--- config.mk ---
export PLATFORM = sky130hd
export DESIGN_NAME = otgs_queue
export DESIGN_NICKNAME = d
export VERILOG_FILES = /design/src/otgs_pkg.sv /design/src/otgs_queue.sv
export SDC_FILE = /design/constraint.sdc
export NUM_CORES = 1
export LEC_CHECK = 0
export ABC_CLOCK_PERIOD_IN_PS = 2100
export BUFFER_PORTS_ARGS = -buffer_cell sky130_fd_sc_hd__buf_2
export CORE_MARGIN = 3
export CORE_UTILIZATION = 56
export CTS_CLUSTER_DIAMETER = 200
export DETAILED_ROUTE_END_ITERATION = 8
export PLACE_DENSITY_LB_ADDON = 0.05
export SLEW_MARGIN = 30
export SYNTH_ARGS = -nofsm -noshare
export SYNTH_HDL_FRONTEND = slang
export SYNTH_SLANG_ARGS = --single-unit
--- constraint.sdc ---
create_clock -name clk -period 2.1 [get_ports clk]
set_input_delay 0.21 -clock clk [delete_from_list [all_inputs] [get_ports clk]]
set_output_delay 0.21 -clock clk [all_outputs]
set_load 0.005 [all_outputs]
--- src/otgs_pkg.sv ---
// Shared types, constants and glyph address helpers for the text to glyph stream block.
// Used by all other src modules (the interfaces do not use it); depends on nothing.
package otgs_pkg;

  localparam int unsigned DISPLAY_WIDTH     = 128;
  localparam int unsigned GLYPH_STORE_DEPTH = 4096;
  localparam int unsigned STORE_AW          = $clog2(GLYPH_STORE_DEPTH);
  localparam int unsigned QUEUE_DEPTH       = 4;
  localparam int unsigned QUEUE_AW          = $clog2(QUEUE_DEPTH);

  localparam logic [11:0] BASE_ASCII = 12'd0;
  localparam logic [11:0] BASE_RUS1  = 12'd1536;
  localparam logic [11:0] BASE_RUS2  = 12'd2304;
  localparam logic [11:0] BASE_RUS3  = 12'd2560;

  localparam logic [7:0] COUNT_ASCII = 8'd96;
  localparam logic [7:0] COUNT_RUS1  = 8'd48;
  localparam logic [7:0] COUNT_RUS2  = 8'd16;

  localparam logic [7:0] CHAR_END    = 8'd0;
  localparam logic [7:0] CHAR_LEAD_A = 8'd208;
  localparam logic [7:0] CHAR_LEAD_B = 8'd209;
  localparam logic [7:0] CHAR_RUS3_A = 8'd129;
  localparam logic [7:0] CHAR_RUS3_B = 8'd145;
  localparam logic [7:0] OFS_RUS1    = 8'd144;
  localparam logic [7:0] OFS_RUS2    = 8'd128;
  localparam logic [7:0] OFS_ASCII   = 8'd32;
  localparam logic [7:0] CHAR_HIGH   = 8'd128;

  localparam logic [7:0] CMD_PAGE   = 8'hb0;
  localparam logic [7:0] CMD_COL_HI = 8'h10;
  localparam logic [7:0] CMD_COL_LO = 8'h01;

  localparam logic [2:0] MAX_ROW = 3'd3;

  typedef enum logic [1:0] {
    ACT_LOAD  = 2'd0,
    ACT_START = 2'd1,
    ACT_TEXT  = 2'd2
  } action_t;

  typedef enum logic [1:0] {
    LEAD_NONE = 2'd0,
    LEAD_A    = 2'd1,
    LEAD_B    = 2'd2
  } lead_t;

  typedef enum logic {
    JOB_LOAD  = 1'b0,
    JOB_GLYPH = 1'b1
  } job_kind_t;

  typedef struct packed {
    job_kind_t   kind;
    logic [11:0] addr;
    logic [7:0]  data;
    logic [2:0]  page;
    logic [7:0]  column;
    logic        last;
  } job_t;

  typedef struct packed {
    logic full;
    logic empty;
  } queue_stat_t;

  function automatic logic [11:0] ascii_base(logic [7:0] b);
    logic [7:0] g;
    g = (b > OFS_ASCII) ? 8'(b - OFS_ASCII) : 8'd0;
    if (g >= COUNT_ASCII) g = 8'd0;
    return BASE_ASCII + {g, 4'b0000};
  endfunction

  function automatic logic [11:0] pair_base(lead_t lead, logic [7:0] b);
    logic [7:0] g;
    g = 8'd0;
    if (lead == LEAD_A) begin
      if (b == CHAR_RUS3_A) return BASE_RUS3;
      g = (b > OFS_RUS1) ? 8'(b - OFS_RUS1) : 8'd0;
      if (g >= COUNT_RUS1) g = 8'd0;
      return BASE_RUS1 + {g, 4'b0000};
    end
    if (b == CHAR_RUS3_B) return BASE_RUS3 + 12'd16;
    g = (b > OFS_RUS2) ? 8'(b - OFS_RUS2) : 8'd0;
    if (g >= COUNT_RUS2) g = 8'd0;
    return BASE_RUS2 + {g, 4'b0000};
  endfunction

endpackage

--- src/otgs_queue.sv ---
// Short job queue between front end and back end.
// Depends on otgs_pkg for job_t and queue_stat_t.
module otgs_queue (
  input  logic                  clk,
  input  logic                  rst_n,
  input  logic                  push,
  input  otgs_pkg::job_t        push_job,
  input  logic                  pop,
  output otgs_pkg::job_t        head_job,
  output otgs_pkg::queue_stat_t stat
);

  localparam int unsigned AW = otgs_pkg::QUEUE_AW;
  localparam int unsigned CW = otgs_pkg::QUEUE_AW + 1;

  otgs_pkg::job_t entry_r [otgs_pkg::QUEUE_DEPTH];
  logic [AW-1:0]  wr_ptr_r, wr_ptr_nxt;
  logic [AW-1:0]  rd_ptr_r, rd_ptr_nxt;
  logic [CW-1:0]  count_r, count_nxt;

  always_comb begin
    wr_ptr_nxt = wr_ptr_r;
    rd_ptr_nxt = rd_ptr_r;
    count_nxt  = count_r;
    if (push) begin
      wr_ptr_nxt = (wr_ptr_r == AW'(otgs_pkg::QUEUE_DEPTH - 1)) ? '0 : wr_ptr_r + 1'b1;
    end
    if (pop) begin
      rd_ptr_nxt = (rd_ptr_r == AW'(otgs_pkg::QUEUE_DEPTH - 1)) ? '0 : rd_ptr_r + 1'b1;
    end
    case ({push, pop})
      2'b10:   count_nxt = count_r + 1'b1;
      2'b01:   count_nxt = count_r - 1'b1;
      default: count_nxt = count_r;
    endcase
  end

  always_ff @(posedge clk) begin
    if (!rst_n) begin
      wr_ptr_r <= '0;
      rd_ptr_r <= '0;
      count_r  <= '0;
    end else begin
      wr_ptr_r <= wr_ptr_nxt;
      rd_ptr_r <= rd_ptr_nxt;
      count_r  <= count_nxt;
    end
  end

  always_ff @(posedge clk) begin
    if (push) entry_r[wr_ptr_r] <= push_job;
  end

  assign head_job   = entry_r[rd_ptr_r];
  assign stat.full  = (count_r == CW'(otgs_pkg::QUEUE_DEPTH));
  assign stat.empty = (count_r == '0);

endmodule

Word-level counts from Yosys, hierarchy flattened
Memory sizes are Yosys's and may differ from the RTL's. A register that Yosys moved wholly into a read port is not among the register bits.
Index checks and enable logic that the tools add are counted.

storage, ports and cells
  output and inout bits = 35
  memory bits (read-only) = 0
  logic and storage cells = 22
  bits in latches = 0
  memory bits (writable) = 132
  register bits after elaboration = 7
  bits of input ports = 37
  memories = 1

operators by class
  mux-type cells = 7
  bitwise operators = 0
  reduce and logical (&&, ||, !) cells = 2
  equal/unequal tests = 5
  add/sub/neg operators = 4
  shifts and indexed selects = 0
  multiply operators = 0
  div/mod/pow operators = 0
  magnitude comparators = 0

memories
  name     depth  width  rd ports  clocked after Yosys merged registers in  wr ports  RTL line          source
  entry_r  4      33     1         1                                        1         otgs_queue.sv:16  otgs_pkg::job_t entry_r [otgs_pkg::QUEUE_DEPTH];

operator list
  cell                   number
  $mux W2                4
  $eq A2 B2 Y1 const B   3
  $pmux W3 S2            1
  $add A2 B1 Y2 const B  2
  $add A3 B1 Y3 const B  1
  $eq A3 B3 Y1 const B   1
  $logic_not A3 Y1       1
  $sub A3 B1 Y3 const B  1
  $eq A2 B1 Y1 const B   1
  $mux W1                2
  $reduce_bool A2 Y1     1

Logic depth before layout (Yosys ltp)
  depth in word-level cells = 4
  mapped depth = 7
  depth with buffers taken out = 7

Worst setup path before layout
Ideal clock, no wire load.

  path kind = register to register
  start point = register wr_ptr_r[0]
  end point = memory entry_r[3][0] (netlist name) (enable)
  period minus slack after synthesis = 1757 ps
  setup time = 393 ps
  cell stages (with the launch flop) = 3
  slack = 343 ps
  data arrival time = 1364 ps
  cells stage by stage = dfxtp_1 > ha_1 > and2_1

RTL lines
  what                      RTL line          source
  start: declaration        otgs_queue.sv:17  logic [AW-1:0] wr_ptr_r, wr_ptr_nxt;
  start signal: assignment  otgs_queue.sv:44  wr_ptr_r <= wr_ptr_nxt;
  end: declaration          otgs_queue.sv:16

Straight into the memory's write port.

==> flow_metrics.py <==
metrics = {
    "grt": {
        "grt_start_max_net_pins": 34,
        "globalRouteTotalUtil_pct": 18.1,
        "number_of_antenna_violations_at_the_first_check_in_global_routing": 0,
        "grt_first_pass_wirelength_mm": 13.6,
        "grt_overflow_total": 0,
        "grt_pass1_vias": 2629,
    },
    "worst_setup_path": {
        "max_incr_delay_on_cp_ns": 0.55,
        "path_class": "flip-flop to output port",
        "critPathLaunchType": "flip-flop",
        "timing.critical_path.to_type": "output port",
        "critical_path.max_fanout": 17,
        "rrSetupSlack_ns": 0.38,
        "rr_worst_depth": 3,
        "required_time_of_the_critical_path_ns": 1.89,
        "r2r_start": "wr_ptr_r[0]",
        "r2r-end": "entry_r[0][20]",
        "slowest_cell_on_the_critical_path": "sky130_fd_sc_hd__mux4_2",
        "critical_path_arrival_ns": 1.81,
        "cp_cell_sequence": "buf_8 -> mux4_2 -> buf_2",
    },
    "clock_tree": {
        "cts_made_buffers": 17,
        "ctsHtreeMaxLevel": 4,
        "tritoncts": "built",
        "cts_setup_buffers": 0,
        "clk_pin_slew_worst_paths_ns": 0.06,
        "max_root_sink_buffers": 2,
        "worstSkewPairLatency_ns": 0.51,
        "cts_num_sinks": 141,
        "clockRootBuffer": "sky130_fd_sc_hd__clkbuf_8",
    },
    "route": {
        "num_vias": 2505,
        "detailedRoute.firstIterationViolations": 118,
        "wirelength_mm": 8.71,
        "detailedRoute.firstPassIterationCount": 4,
        "route.detailed.wl_per_inst_um": 18.9,
        "route.antenna.remaining_nets": 0,
        "detail_route.vias_per_cell": 5.43,
        "route.detailed.drc": 0,
    },
    "floorplan": {
        "chipWidth_um": 103,
        "dieArea_um2": 10600,
        "floorplan.core_area_um2": 8930,
        "initial_core_util_pct": 59.0,
        "num_rows": 34,
        "chipHeight_um": 103,
        "top_level_ports": 72,
    },
    "finish": {
        "layout.cell_area.non_filler_um2": 6720,
        "num_antenna_cells": 0,
        "final_layout_size_suffix_gt1_share_pct": 40.5,
        "finalNetCount": 385,
        "area_delta_synth_final_pct": 27.4,
        "fillCellCount": 514,
    },
    "placement": {
        "placed_cell_area_um2": 5770,
        "detailed_place_hpwl_mm": 4.81,
        "pre_cts_ws_ns": 0.366,
        "io_buffer_count": 71,
        "gpl.final_weighted_congestion": 0.663,
    },
    "hold_path": {
        "hold_path.class": "primary input to flip-flop",
        "hold_path_startpoint": "push",
        "holdPathStages": 3,
        "timing.hold.worst_endpoint": "wr_ptr_r[1]",
    },
    "synth": {
        "synth_fp_nets": 264,
        "number_of_standard_cells_after_synthesis": 220,
        "synth_top_area_share_pct": 75.2,
        "seq_area_frac_synth_pct": 78.6,
        "netlist_top_cells_count": "sky130_fd_sc_hd__edfxtp_1 (132), sky130_fd_sc_hd__mux4_2 (30), sky130_fd_sc_hd__dfxtp_1 (9)",
        "ys_ff_latch": 141,
        "mappedNetlistArea_um2": 5270,
        "post-synth-top-count-cell": "sky130_fd_sc_hd__edfxtp_1",
        "synth_flop_cell": "sky130_fd_sc_hd__edfxtp_1",
        "synthTopCellsByArea": "sky130_fd_sc_hd__edfxtp_1 (75%), sky130_fd_sc_hd__mux4_2 (13%), sky130_fd_sc_hd__dfxtp_1 (3.4%), sky130_fd_sc_hd__mux4_1 (1.5%), sky130_fd_sc_hd__ha_1 (1.4%)",
        "synth_async_sr_flop_share_pct": 0,
        "synthDominantAreaCellType": "sky130_fd_sc_hd__edfxtp_1",
        "synth-edff-count": 132,
        "netlist-cell-type-count": 25,
        "synth-warning-count": 0,
        "post_synth.cell_area_avg_um2": 24.0,
    },
    "power_and_ir_drop": {
        "p_total_w": 0.00678,
        "irDropWorstVdd_mv": 0.539,
        "power_density_nw_per_um2": 1010,
        "cellLeakagePower_nw": 2.36,
    },
    "run_status": {
        "outcome": "finished clean",
    },
    "timing": {
        "fin_crit_sh_pct": 96.1,
        "post-route-min-period_ns": 2.02,
        "timing.fmax_mhz": 495,
        "worst_clock_skew_ns": 0.00855,
        "rsz0062_at_grt": "true",
        "final_critical_path_setup_slack_ns": 0.0817,
        "holdWs_ns": 0.0439,
        "timing.slew.headroom_pct": 38.5,
        "timing_hold_violations_final": 0,
        "max_slew.worst_pin.slew_ns": 0.923,
        "final_max_slew_viol_count": 0,
        "setup-violations-final": 0,
    },
    "job": {
        "cap_viol_max_count": 0,
    },
}
-- worst max-delay path, delay by kind of cell (launching register included) --
family | cells | cell delay, ns
buffers and inverters | 2 | 0.36
muxes | 1 | 0.55
DFF | 1 | 0.37
-- where the power goes --
| part | total [W] | internal (W) | leakage (nW) | switching [W] |
|---|---|---|---|---|
| Sequential | 0.00324 | 0.00320 | 1.29 | 0.0000399 |
| Combinational | 0.000527 | 0.000289 | 0.784 | 0.000239 |
| Clock | 0.00301 | 0.00192 | 0.292 | 0.00108 |
-- registers in the layout (all words and copies together) (netlist names), named ones only --
signal / flops
wr_ptr_r: 2
count_r: 3
rd_ptr_r: 2
entry_r: 132
-- worst max path at each step --
stage                      from             end  slack (ns)
floorplan           wr_ptr_r[0]   entry_r[3][0]        0.34
global placement    wr_ptr_r[0]  entry_r[2][11]        0.39
detailed placement  wr_ptr_r[1]  entry_r[0][11]        0.37
CTS                   flip-flop    head_job[18]      0.0006
global route          flip-flop    head_job[18]      -0.006
finish                flip-flop    head_job[12]        0.08
-- per-layer routing --
metal / vias to the layer above / global-route usage, % / share of wire [%]
li1: 1158 / - / -
met1: 1277 / 22.9 / 43
met2: 57 / 30.0 / 52
met3: 13 / 5.62 / 3.8
met4: 0 / 6.27 / 1.2
met5: - / 0 / 0
-- what timing repair did --
| item | CTS | global route |
|---|---|---|
| endpoints found under the hold margin | 138 | 0 |
| setup endpoints to repair | 17 | 16 |
| resized for setup | 1 | 2 |
| hold buffers | 34 | 0 |
-- layout by cell type, fill, tap and decap left out, types with 3 or more instances in the layout --
master	netlist	layout
sky130_fd_sc_hd__ha_1	6	6
sky130_fd_sc_hd__clkbuf_16	0	16
sky130_fd_sc_hd__buf_2	3	71
sky130_fd_sc_hd__dfxtp_1	9	7
sky130_fd_sc_hd__buf_12	3	4
sky130_fd_sc_hd__dlygate4sd3_1	0	34
sky130_fd_sc_hd__edfxtp_1	132	132
sky130_fd_sc_hd__inv_1	6	6
sky130_fd_sc_hd__clkinv_4	0	3
sky130_fd_sc_hd__nor2b_1	4	4
sky130_fd_sc_hd__and2_2	0	4
sky130_fd_sc_hd__bufinv_16	0	4
sky130_fd_sc_hd__mux4_2	30	31
-- metrics by stage --
step                      util, %  cells  TNS (ns)
after floorplan                 -    220         0
after global placement       64.6    396         0
after detailed placement     64.6    396         0
after CTS                    75.2    461         0
after global routing         75.2    461  -0.00581
final                        75.2    461         0
-- cell families after synthesis --
logic type | count (synthesis) | synth area share [%]
flip-flops | 141 | 78.6
XOR/XNOR | 2 | 0.332
AO/OA/AOI/OAI | 5 | 0.570
multiplexers | 35 | 14.7
buffers and inverters | 14 | 2.14
AND/OR/NAND/NOR | 16 | 1.87
adder cells (fa/ha/maj) | 7 | 1.80
-- cell type report --
class,instances,area (um2),area share (%)
inverters,6,22.5,0.335
well taps,108,135,2.01
clock buffers,17,414,6.16
repair buffers,110,791,11.8
clock inverters,14,193,2.87
flip-flops and latches,141,4150,61.7
multi-input cells,65,1020,15.1
Power figures use the tool's default switching activity.
